==> src/rtl/integer_to_ascii_radix_unit_macros.svh <==
// Assertion macros used by the RTL.
`ifndef INTEGER_TO_ASCII_RADIX_UNIT_MACROS_SVH
`define INTEGER_TO_ASCII_RADIX_UNIT_MACROS_SVH

// Check that cons holds in the same cycle as ante.
`define ITOA_ASSERT_SAME(label, clk, rst, ante, cons, msg) \
  label: assert property (@(posedge clk) disable iff (rst) (ante) |-> (cons)) \
    else $error(msg);

// Check that cons holds in the cycle after ante.
`define ITOA_ASSERT_NEXT(label, clk, rst, ante, cons, msg) \
  label: assert property (@(posedge clk) disable iff (rst) (ante) |=> (cons)) \
    else $error(msg);

`endif

==> src/rtl/itoa_pkg.sv <==
package itoa_pkg;

  localparam int VALUE_BITS_DEF = 32;
  localparam int VALUE_W        = 32;
  localparam int RADIX_W        = 5;
  localparam int CHAR_W         = 7;
  localparam int DIGIT_W        = 4;
  localparam int RADIX_MIN      = 2;
  localparam int RADIX_MAX      = 16;

  localparam logic [CHAR_W-1:0] CH_MINUS = 7'h2D;
  localparam logic [CHAR_W-1:0] CH_ZERO  = 7'h30;
  localparam logic [CHAR_W-1:0] CH_ALPHA = 7'h41;

  typedef struct packed {
    logic clear;
    logic act;
    logic bit_in;
    logic shift;
  } row_ctrl_t;

  function automatic logic [CHAR_W-1:0] to_ascii(input logic [DIGIT_W-1:0] d);
    logic [CHAR_W-1:0] c;
    if (d < DIGIT_W'(10)) begin
      c = CH_ZERO + CHAR_W'(d);
    end else begin
      c = CH_ALPHA + CHAR_W'(d) - CHAR_W'(10);
    end
    return c;
  endfunction

endpackage

==> src/rtl/integer_to_ascii_radix_unit.sv <==
// Integer to ASCII text converter, radix 2 to 16, upper-case digits.
// Request: value, radix and mode are taken at a rising edge where start is
// high and busy is low. Mode 1 reads the low VALUE_BITS bits of value as
// two's complement and prefixes a negative number with '-'.
// Results: one character per cycle on character, marked by strobe, most
// significant digit first; last is high on the final character. The
// receiver cannot stall, so each character is valid for one cycle only.
// A '-' appears in the cycle after the request is taken. The magnitude
// then shifts in MSB first through a row of VALUE_BITS radix-digit cells,
// one bit per cycle, carries rippling one cell per cycle. The digit row
// then shifts out, leading zeros suppressed, and busy stays high until
// the final character appears. A new request can be taken in the cycle
// that carries the final character. A radix outside 2 to 16 or a zero
// value gives the single character '0'.
// Reset returns the block to idle with no strobe pending.
`include "integer_to_ascii_radix_unit_macros.svh"

module integer_to_ascii_radix_unit #(
  parameter int VALUE_BITS = itoa_pkg::VALUE_BITS_DEF
) (
  input  logic                          clk,
  input  logic                          rst,
  input  logic                          start,
  output logic                          busy,
  input  logic [itoa_pkg::VALUE_W-1:0]  value,
  input  logic [itoa_pkg::RADIX_W-1:0]  radix,
  input  logic                          mode,
  output logic                          strobe,
  output logic [itoa_pkg::CHAR_W-1:0]   character,
  output logic                          last
);

  localparam int CNT_W = $clog2(2 * VALUE_BITS);
  localparam logic [CNT_W-1:0] CONV_LAST = CNT_W'(2 * VALUE_BITS - 2);
  localparam logic [CNT_W-1:0] EMIT_LAST = CNT_W'(VALUE_BITS - 1);
  localparam logic [CNT_W-1:0] FEED_LEN  = CNT_W'(VALUE_BITS);

  typedef enum logic [1:0] {IDLE, CONV, EMIT} state_t;

  state_t                         state;
  logic [CNT_W-1:0]               cnt;
  logic [VALUE_BITS-1:0]          mag;
  logic [itoa_pkg::RADIX_W-1:0]   radix_q;
  logic                           seen;

  logic [VALUE_BITS+itoa_pkg::VALUE_W-1:0] value_ext;
  logic [VALUE_BITS-1:0]          vin;
  logic [VALUE_BITS-1:0]          magnitude;
  logic                           radix_ok;
  logic                           neg;
  logic                           accept;
  logic                           digit_nz;
  logic [itoa_pkg::DIGIT_W-1:0]   top_digit;
  itoa_pkg::row_ctrl_t            ctrl;

  assign value_ext = {{VALUE_BITS{1'b0}}, value};
  assign vin       = value_ext[VALUE_BITS-1:0];
  assign radix_ok  = (radix >= itoa_pkg::RADIX_W'(itoa_pkg::RADIX_MIN)) &&
                     (radix <= itoa_pkg::RADIX_W'(itoa_pkg::RADIX_MAX));
  assign neg       = mode & vin[VALUE_BITS-1] & radix_ok;
  assign magnitude = !radix_ok ? '0 : (neg ? ('0 - vin) : vin);
  assign busy      = (state != IDLE);
  assign accept    = start & ~busy;
  assign digit_nz  = (top_digit != '0);

  assign ctrl.clear  = accept;
  assign ctrl.act    = (state == CONV) && (cnt < FEED_LEN);
  assign ctrl.bit_in = mag[VALUE_BITS-1];
  assign ctrl.shift  = (state == EMIT);

  itoa_digit_row #(
    .VALUE_BITS(VALUE_BITS)
  ) u_row (
    .clk       (clk),
    .rst       (rst),
    .ctrl      (ctrl),
    .radix     (radix_q),
    .top_digit (top_digit)
  );

  always_ff @(posedge clk) begin
    if (rst) begin
      state  <= IDLE;
      cnt    <= '0;
      seen   <= 1'b0;
      strobe <= 1'b0;
      last   <= 1'b0;
    end else begin
      strobe <= 1'b0;
      last   <= 1'b0;
      case (state)
        IDLE: begin
          if (start) begin
            state   <= CONV;
            cnt     <= '0;
            seen    <= 1'b0;
            mag     <= magnitude;
            radix_q <= radix_ok ? radix : itoa_pkg::RADIX_W'(itoa_pkg::RADIX_MAX);
            if (neg) begin
              strobe    <= 1'b1;
              character <= itoa_pkg::CH_MINUS;
            end
          end
        end
        CONV: begin
          mag <= {mag[VALUE_BITS-2:0], 1'b0};
          if (cnt == CONV_LAST) begin
            cnt   <= '0;
            state <= EMIT;
          end else begin
            cnt <= cnt + 1'b1;
          end
        end
        EMIT: begin
          seen      <= seen | digit_nz;
          character <= itoa_pkg::to_ascii(top_digit);
          last      <= (cnt == EMIT_LAST);
          if (seen || digit_nz || (cnt == EMIT_LAST)) begin
            strobe <= 1'b1;
          end
          if (cnt == EMIT_LAST) begin
            cnt   <= '0;
            state <= IDLE;
          end else begin
            cnt <= cnt + 1'b1;
          end
        end
        default: begin
          state <= IDLE;
        end
      endcase
    end
  end

  `ITOA_ASSERT_NEXT(a_accept_busy, clk, rst, start && !busy, busy, "request taken but not busy")
  `ITOA_ASSERT_SAME(a_last_idle, clk, rst, strobe && last, !busy, "final character while busy")
  `ITOA_ASSERT_SAME(a_idle_strobe, clk, rst, !busy && strobe, last, "stray character when idle")
  `ITOA_ASSERT_SAME(a_minus_not_last, clk, rst, strobe && (character == itoa_pkg::CH_MINUS), !last, "minus sign marked last")
  `ITOA_ASSERT_NEXT(a_emit_end, clk, rst, (state == EMIT) && (cnt == EMIT_LAST), strobe && last, "no final character")

endmodule

==> src/rtl/itoa_digit_row.sv <==
module itoa_digit_row #(
  parameter int VALUE_BITS = itoa_pkg::VALUE_BITS_DEF
) (
  input  logic                             clk,
  input  logic                             rst,
  input  itoa_pkg::row_ctrl_t              ctrl,
  input  logic [itoa_pkg::RADIX_W-1:0]     radix,
  output logic [itoa_pkg::DIGIT_W-1:0]     top_digit
);

  logic [itoa_pkg::DIGIT_W-1:0] digit      [VALUE_BITS];
  logic [itoa_pkg::DIGIT_W-1:0] digit_next [VALUE_BITS];
  logic [VALUE_BITS-1:0]        carry;
  logic [VALUE_BITS-1:0]        carry_next;
  logic [VALUE_BITS-1:0]        act;
  logic [VALUE_BITS:0]          cin_v;
  logic [VALUE_BITS:0]          act_v;

  assign cin_v     = {carry, ctrl.bit_in};
  assign act_v     = {act, ctrl.act};
  assign top_digit = digit[VALUE_BITS-1];

  // double each digit, add the carry from the cell below (the input bit at cell 0) and subtract radix on overflow
  always_comb begin
    logic [itoa_pkg::RADIX_W-1:0] dbl;
    logic                         ge;
    for (int i = 0; i < VALUE_BITS; i++) begin
      dbl = {digit[i], cin_v[i]};
      ge  = (dbl >= radix);
      carry_next[i] = ge;
      if (ge) begin
        digit_next[i] = itoa_pkg::DIGIT_W'(dbl - radix);
      end else begin
        digit_next[i] = dbl[itoa_pkg::DIGIT_W-1:0];
      end
    end
  end

  always_ff @(posedge clk) begin
    if (rst) begin
      carry <= '0;
      act   <= '0;
    end else if (ctrl.clear) begin
      carry <= '0;
      act   <= '0;
    end else begin
      carry <= carry_next & act_v[VALUE_BITS-1:0];
      act   <= act_v[VALUE_BITS-1:0];
    end
  end

  always_ff @(posedge clk) begin
    if (ctrl.clear) begin
      for (int i = 0; i < VALUE_BITS; i++) begin
        digit[i] <= '0;
      end
    end else if (ctrl.shift) begin
      digit[0] <= '0;
      for (int i = 1; i < VALUE_BITS; i++) begin
        digit[i] <= digit[i-1];
      end
    end else begin
      for (int i = 0; i < VALUE_BITS; i++) begin
        if (act_v[i]) begin
          digit[i] <= digit_next[i];
        end
      end
    end
  end

endmodule
==> config.mk <==
export PLATFORM = sky130hd
export DESIGN_NAME = integer_to_ascii_radix_unit
export DESIGN_NICKNAME = d
export VERILOG_FILES = /design/src/rtl/itoa_pkg.sv /design/src/rtl/integer_to_ascii_radix_unit.sv /design/src/rtl/itoa_digit_row.sv
export VERILOG_INCLUDE_DIRS = /design/src /design/src/rtl
export SDC_FILE = /design/constraint.sdc
export NUM_CORES = 1
export LEC_CHECK = 0
export ABC_AREA = 1
export BUFFER_PORTS_ARGS = -buffer_cell sky130_fd_sc_hd__buf_2
export CAP_MARGIN = 25
export CELL_PAD_IN_SITES_DETAIL_PLACEMENT = 0
export CELL_PAD_IN_SITES_GLOBAL_PLACEMENT = 1
export CORE_UTILIZATION = 35
export DETAILED_ROUTE_END_ITERATION = 8
export GPL_TIMING_DRIVEN = 0
export PLACE_DENSITY_LB_ADDON = 0.1
export SLEW_MARGIN = 20
export SYNTH_ARGS = -nofsm -noshare
export SYNTH_HDL_FRONTEND = slang
export SYNTH_SLANG_ARGS = --single-unit
==> constraint.sdc <==
create_clock -name clk -period 6.5 [get_ports clk]
set_input_delay 1.95 -clock clk [delete_from_list [all_inputs] [get_ports clk]]
set_output_delay 1.95 -clock clk [all_outputs]
set_load 0.005 [all_outputs]
==> results of run 1 <==
## worst min-delay path by stage
| stage | end |
|---|---|
| after floorplan | u_row.carry[13] |
| after global placement | u_row.act[28] |
| after detailed placement | u_row.carry[1] |
| after CTS | u_row.carry[5] |
| after global routing | u_row.act[27] |
| final | u_row.carry[5] |
## power groups by stage
stage	logic, W	clock network [W]	registers [W]
floorplan	0.00175	0	0.00214
global placement	0.00229	0	0.00223
detailed placement	0.00237	0	0.00221
CTS	0.00239	0.00194	0.00217
global route	0.00274	0.00199	0.00220
finish	0.00236	0.00188	0.00217
## placed cells by master, fill, tap and decap left out, types with 64 or more instances in the layout
cell type  netlist  final
nand2_1        669    669
inv_1          416    412
nor2_1         242    242
ha_1           168    168
edfxtp_1       168    168
nand3_1        153    153
o21ai_0        119    119
nand4_1        117    117
a21oi_1         83     83
dfxtp_1         77     77
buf_2           20     70
o21ai_1         64     64
## metal layers
layer  GRT usage  wire (um)  vias up
met5           0          0        -
met4     0.04934       1094        0
met3     0.02843       1730       69
met2      0.3424      25030      218
met1      0.2718      25560     7601
li1            -          -     8411
## cell usage after synthesis (2+ instances only)
master,instances,area [um2]
o21ai_0,119,595.6
nor2_2,15,93.84
nand3_2,7,70.07
inv_2,10,37.54
nand2_2,4,25.02
nand3b_1,8,60.06
buf_2,20,100.1
nand2_1,669,2511
o31ai_1,2,15.01
dfxtp_1,77,1541
xnor2_1,23,201.4
nor2_4,8,90.09
o21bai_1,5,37.54
o21a_1,20,150.1
nand4_1,117,732.0
o211ai_1,2,15.01
nor3_2,2,20.02
buf_6,6,67.56
ha_1,168,2102
o21ai_1,64,320.3
nand3_1,153,765.7
xor2_1,28,245.2
inv_1,416,1562
nor2_1,242,908.4
fa_1,32,640.6
a21oi_1,83,415.4
nor3_1,18,90.09
or2_0,2,12.51
clkbuf_1,7,26.28
nand2_4,3,33.78
edfxtp_1,168,5045
## cells by family (layout without fill, tap and decap cells)
logic type,after synthesis,after routing,share of synthesized area
flops,245,245,0.3545
fa+ha+maj,200,200,0.1476
compound gates,298,298,0.08478
xor+xnor,51,51,0.02404
simple gates,1249,1249,0.2916
buf+inv,462,588,0.09744
## worst min-delay path: cells and delay by family (launching register included)
family        cells  cell delay [ps]
simple gates      2              100
flops             1              310
## per-stage QoR
step	area, um2	setup TNS [ps]	total power (W)	cells
3_3_place_gp	19690	-122130	0.004513	3243
6_report	21100	0	0.006419	3319
3_5_place_dp	19980	0	0.004577	3257
4_1_cts	21100	0	0.006504	3319
2_1_floorplan	18580	0	0.003892	2505
5_1_grt	21100	0	0.006937	3319
## area by class of cell
class | instances | area [um2]
flip-flops and latches | 245 | 6586
fillers | 5547 | 31460
well taps | 688 | 860.8
plain buffers | 35 | 205.2
clock buffers | 53 | 1026
repair buffers | 64 | 511.7
inverters | 427 | 1615
clock inverters | 9 | 92.59
multi-input cells | 1798 | 10200
## sequential cells by signal, indices dropped and copies added, names as in the netlist
register,cells
strobe,1
u_row.digit,128
last,1
character,7
state,2
u_row.carry,31
seen,1
radix_q,5
u_row.act,31
mag,32
cnt,6
==> flow_summary_export.csv, run 1 <==
group,metric,value,unit
outcome,run_status,"finished, final reports clean",
clock_network,clkTransAtPathRegs,60,ps
yosys,syn_inst,2505,
cells_and_area,fin_nets,2846,
sta,period_needed,3560,ps
sta,setup_violations,0,
sta,fmax,280.9,MHz
grt,grt_pass1_vias,16010,
floorplanning,ios,51,
critical_path,crit_type,"input pin to register",
floorplanning,start_util,0.3536,
place,place_congestion,0.8213,
floorplanning,core-area,52550,um2
power,p_clk_frac,0.294,
yosys,syn_nets,2746,
power,leakage,9.651,nW
grt,grt_max_degree,30,
clock_network,cts_root_buf,"clkbuf_16",
place,dpl.hpwl,39360,um
yosys,ys_seq_area_frac,0.3545,
place,portBuffers,50,
sta,finalClockSkew,11.77,ps
critical_path,crit_cells,6,
routing,dr.pass1.iters,5,
sta,final_max_slew_viol_count,0,
critical_path,cp.arrival,3710,ps
clock_network,post_cts_buffers,0,
critical_path,reg2reg_depth,6,
power,pwr-share-seq,0.338,
clock_network,htreeDepth,2,
place,place_ws,2393,ps
critical_path,r2r_end,"character[5]",
power,vdd_drop_max,0.0001733,V
routing,post_drt_via_cell_ratio,4.911,
yosys,synth_edf_count,168,
floorplanning,fp.dieH,232.4,um
worst_hold_path,hold_class,"register to register",
cells_and_area,drive_above_1_share,0.07450,
sta,finalHoldViolCount,0,
power,p_switching,0.002444,W
critical_path,critPathMaxStageDelay,810,ps
power,p_comb_frac,0.368,
critical_path,crit_required,6650,ps
critical_path,critPathTopFamily,"compound AO/OA/AOI/OAI gates",
critical_path,cp_cell_sequence,"buf_2 > nand2_2 > inv_2 > buf_2 > nand2_1 > a21oi_1",
floorplanning,die_area,54010,um2
critical_path,reg2reg_setup_slack,3670,ps
grt,grt_overflow,0,
yosys,synth_flop_cell,"edfxtp_1",
routing,wl_per_cell,16.09,um
sta,grt_setup_unrepaired,"no",
power,p_int,0.003975,W
yosys,avgSynthCellArea,7.417,um2
yosys,synth_seq_cells,245,
critical_path,r2r_start,"state[0]",
critical_path,path_max_fanout,10,
cells_and_area,diodes,0,
floorplanning,num_rows,84,
routing,drcViolationCount,0,
grt,grt_antenna_before_repair,0,
clock_network,cts_buffers,34,
critical_path,crit_path_frequent_cell,"buf_2",
critical_path,critPathLaunchType,"input pin",
flow_run,drv_cap,0,
clock_network,worstSkewPairLatency,540,ps
cells_and_area,finish.utilization,0.4014,
clock_network,cts_tree,"built",
critical_path,end_kind,"register",
yosys,async_flop_share,0,
grt,grt_use_total,0.2030,
worst_hold_path,holdCritStartpoint,"u_row.act[4]",
routing,postRouteAntennaNets,0,
sta,tightest_slew,1041,ps
yosys,yosysWarnings,0,
critical_path,crit_path_top_delay_cell,"a21oi_1",
grt,grt_pass1_wl,85990,um
sta,min_period_over_period,0.5478,
clock_network,hold_buffers,0,
power,p_per_area,304.3,nW/um2
critical_path,critical_path.endpoint,"character[5]",
floorplanning,die_w,232.4,um
sta,worst_hold_slack,439.4,ps
clock_network,post_cts_resized,0,
power,p_sw_frac,0.3808,
sta,timing.final.ws_setup,2940,ps
routing,vias,16300,
sta,maxSlewHeadroom,0.3063,
clock_network,clk_path_buf_depth,3,
clock_network,clock_sinks,245,
routing,drt-initial-drc-count,818,
critical_path,crit_start,"start",
yosys,synth.distinct_cells,38,
cells_and_area,area_growth,13.54,%
critical_path,critPathBufInv,3,
yosys,netlist_area,18580,um2
routing,routed_wl,53410,um
worst_hold_path,holdPathStages,2,
Power figures use the tool's default switching activity.
==> inputs of run 2 (changes only) <==
ABC_AREA = 0   (was 1)
clock period = 3.51 ns   (was 6.5 ns; I/O delays follow)
==> run 2 against run 1 <==
Critical path depth is 5 higher. Final cell count is 27% lower. Wire length is 8.1% lower. Sequential share of layout area is 2.4 points higher. Non-clock buffer count is 17 higher. Hold slack better by 61 ps. Sequential cell count stayed put. Die area is 8.6% lower. Clock-buffer cell count is 8 lower.
==> flow_summary_export.csv, run 2 <==
group,metric,value,unit
outcome,run_status,"finished, final reports clean",
critical_path,end_kind,"register",
sta,period_needed,3343,ps
sta,setup_violations,0,
critical_path,cp_cell_sequence,"buf_16 > buf_8 > buf_8 > inv_4 > buf_16 > ha_2 > nand2_1 > o21ai_0 > a31oi_2 > mux2_2 > o22ai_1",
yosys,async_flop_share,0,
yosys,synth_edf_count,168,
floorplanning,die_w,222.2,um
clock_network,clock_sinks,245,
floorplanning,core-area,47750,um2
place,dpl.hpwl,35270,um
floorplanning,die_area,49360,um2
power,p_per_area,595.7,nW/um2
sta,min_period_over_period,0.9526,
critical_path,critPathMaxStageDelay,630,ps
sta,finalHoldViolCount,0,
place,place_ws,-899.5,ps
yosys,synth_area_leaders,"edfxtp_1 (30%), ha_1 (12%), dfxtp_1 (9.1%)",
yosys,synth_flop_cell,"edfxtp_1",
sta,finalClockSkew,19.86,ps
critical_path,cp.arrival,3710,ps
grt,grt_max_degree,33,
clock_network,hold_buffers,0,
grt,grt_use_total,0.1987,
sta,setup_tns,0,ps
critical_path,path_max_fanout,29,
yosys,syn_inst,1696,
yosys,synth_largest_area_cell,"edfxtp_1",
place,place_congestion,0.7938,
routing,drcViolationCount,0,
worst_hold_path,hold_class,"register to register",
yosys,avgSynthCellArea,10.00,um2
floorplanning,fp.dieH,222.2,um
routing,dr.pass1.iters,7,
grt,grt_antenna_before_repair,2,
grt,grt_pass1_wl,76430,um
critical_path,crit_path_top_delay_cell,"edfxtp_1",
flow_run,drv_cap,0,
critical_path,crit_required,3880,ps
yosys,ys_seq_area_frac,0.3882,
clock_network,cts_buffers,34,
clock_network,cts_root_buf,"clkbuf_16",
routing,postRouteAntennaNets,0,
cells_and_area,drive_above_1_share,0.1271,
clock_network,cts_tree,"built",
floorplanning,num_rows,80,
critical_path,crit_type,"register to register",
clock_network,clk_path_buf_depth,3,
grt,grt_overflow,0,
critical_path,reg2reg_setup_slack,170,ps
yosys,yosysWarnings,0,
yosys,synth.distinct_cells,51,
sta,tightest_slew,1064,ps
sta,maxSlewHeadroom,0.2909,
sta,timing.final.ws_setup,166.5,ps
routing,routed_wl,49100,um
cells_and_area,layout_commonest_cell,"edfxtp_1",
sta,fmax,299.1,MHz
routing,drt-initial-drc-count,700,
yosys,netlist_area,16970,um2
sta,final_max_slew_viol_count,0,
yosys,yosysTopAreaCellShare,0.2973,
cells_and_area,top_register,"u_row.digit",
cells_and_area,fin_nets,2034,
clock_network,clkTransAtPathRegs,60,ps
grt,grt_pass1_vias,13260,
cells_and_area,largest_reg_flops,128,
place,portBuffers,49,
yosys,synth_seq_cells,245,
clock_network,worstSkewPairLatency,540,ps
routing,vias,13300,
floorplanning,ios,51,
critical_path,critPathTopFamily,"buffers and inverters",
critical_path,critPathLaunchType,"register",
floorplanning,start_util,0.3553,
clock_network,htreeDepth,2,
power,vdd_drop_max,0.0003094,V
yosys,syn_nets,1937,
sta,worst_hold_slack,500.4,ps
sta,grt_setup_unrepaired,"no",
routing,wl_per_cell,20.18,um
cells_and_area,diodes,0,
cells_and_area,area_growth,15.39,%
cells_and_area,top_regs,"u_row.digit: 128 flops, mag: 32 flops",
yosys,ys_top_cells_by_count,"edfxtp_1 (168), ha_1 (168), nand2_1 (139)",
routing,post_drt_via_cell_ratio,5.468,
power,leakage,7.939,nW
critical_path,critPathBufInv,5,
cells_and_area,final_cell_mix,"edfxtp_1 (168), ha_1 (149), nand2_1 (139), o21ai_0 (114), a21oi_1 (112)",
## run 2: layer usage
metal  GRT usage  part of all wire  vias to the layer above
met5           0                 0                        -
met4     0.06116             0.022                        0
met3     0.02195             0.031                       73
met2      0.3136              0.45                      203
met1      0.2840              0.50                     6481
li1            -                 -                     6547
## run 2: power breakdown
group	total, W	internal [W]	switching (W)
sequential	0.00401	0.00368	0.000331
combinational	0.00415	0.00170	0.00245
clock	0.00350	0.00214	0.00136
total	0.0117	0.00752	0.00414
## run 2: worst paths after layout
| check | end | start | depth (start not counted) |
|---|---|---|---|
| worst max-delay path | u_row.digit[0][60] | radix_q[1] | 11 |
| worst min-delay path | u_row.act[21] | u_row.act[20] | 1 |
| worst min register to register | u_row.act[21] | u_row.act[20] | 1 |
| worst max register to register | u_row.digit[0][60] | radix_q[1] | 11 |
## run 2: area by class of cell
cell class | count | area, um2
Buffer | 54 | 206.4
Timing Repair Buffer | 62 | 481.7
Clock buffer | 45 | 953.4
Sequential cell | 245 | 6586
Fill cell | 4687 | 28170
Inverter | 107 | 409.1
Tap cell | 615 | 769.5
Clock inverter | 16 | 163.9
Multi-Input combinational cell | 1289 | 10010
## run 2: cell families after synthesis
family / share of synthesized area
compound gates: 0.1796
xor+xnor: 0.04130
fa+ha+maj: 0.1617
buf+inv: 0.03584
flops: 0.3882
mux: 0.06173
simple gates: 0.1317
## run 2: what timing repair did
action                     CTS  global route
setup endpoints to repair   62            34
pin swaps                    0             0
gates resized for setup      6            15
hold endpoints to repair     0             0
setup buffers                0             0
## run 2: worst reg2reg max path, cell delays in order, from the launching register on
cell and delay (ps):
edfxtp_1 630, buf_16 270, buf_8 160, buf_8 150
inv_4 150, buf_16 270, ha_2 380, nand2_1 70
o21ai_0 140, a31oi_2 450, mux2_2 390, o22ai_1 130
## run 2: metrics by stage
stage	area, um2	power [W]	std cells	utilization
after floorplan	17080	0.006946	1696	-
after global placement	18100	0.008058	2360	0.3791
after detailed placement	18340	0.008167	2372	0.3842
after CTS	19470	0.01172	2432	0.4078
after global routing	19580	0.01239	2433	0.4100
final	19580	0.01166	2433	0.4100
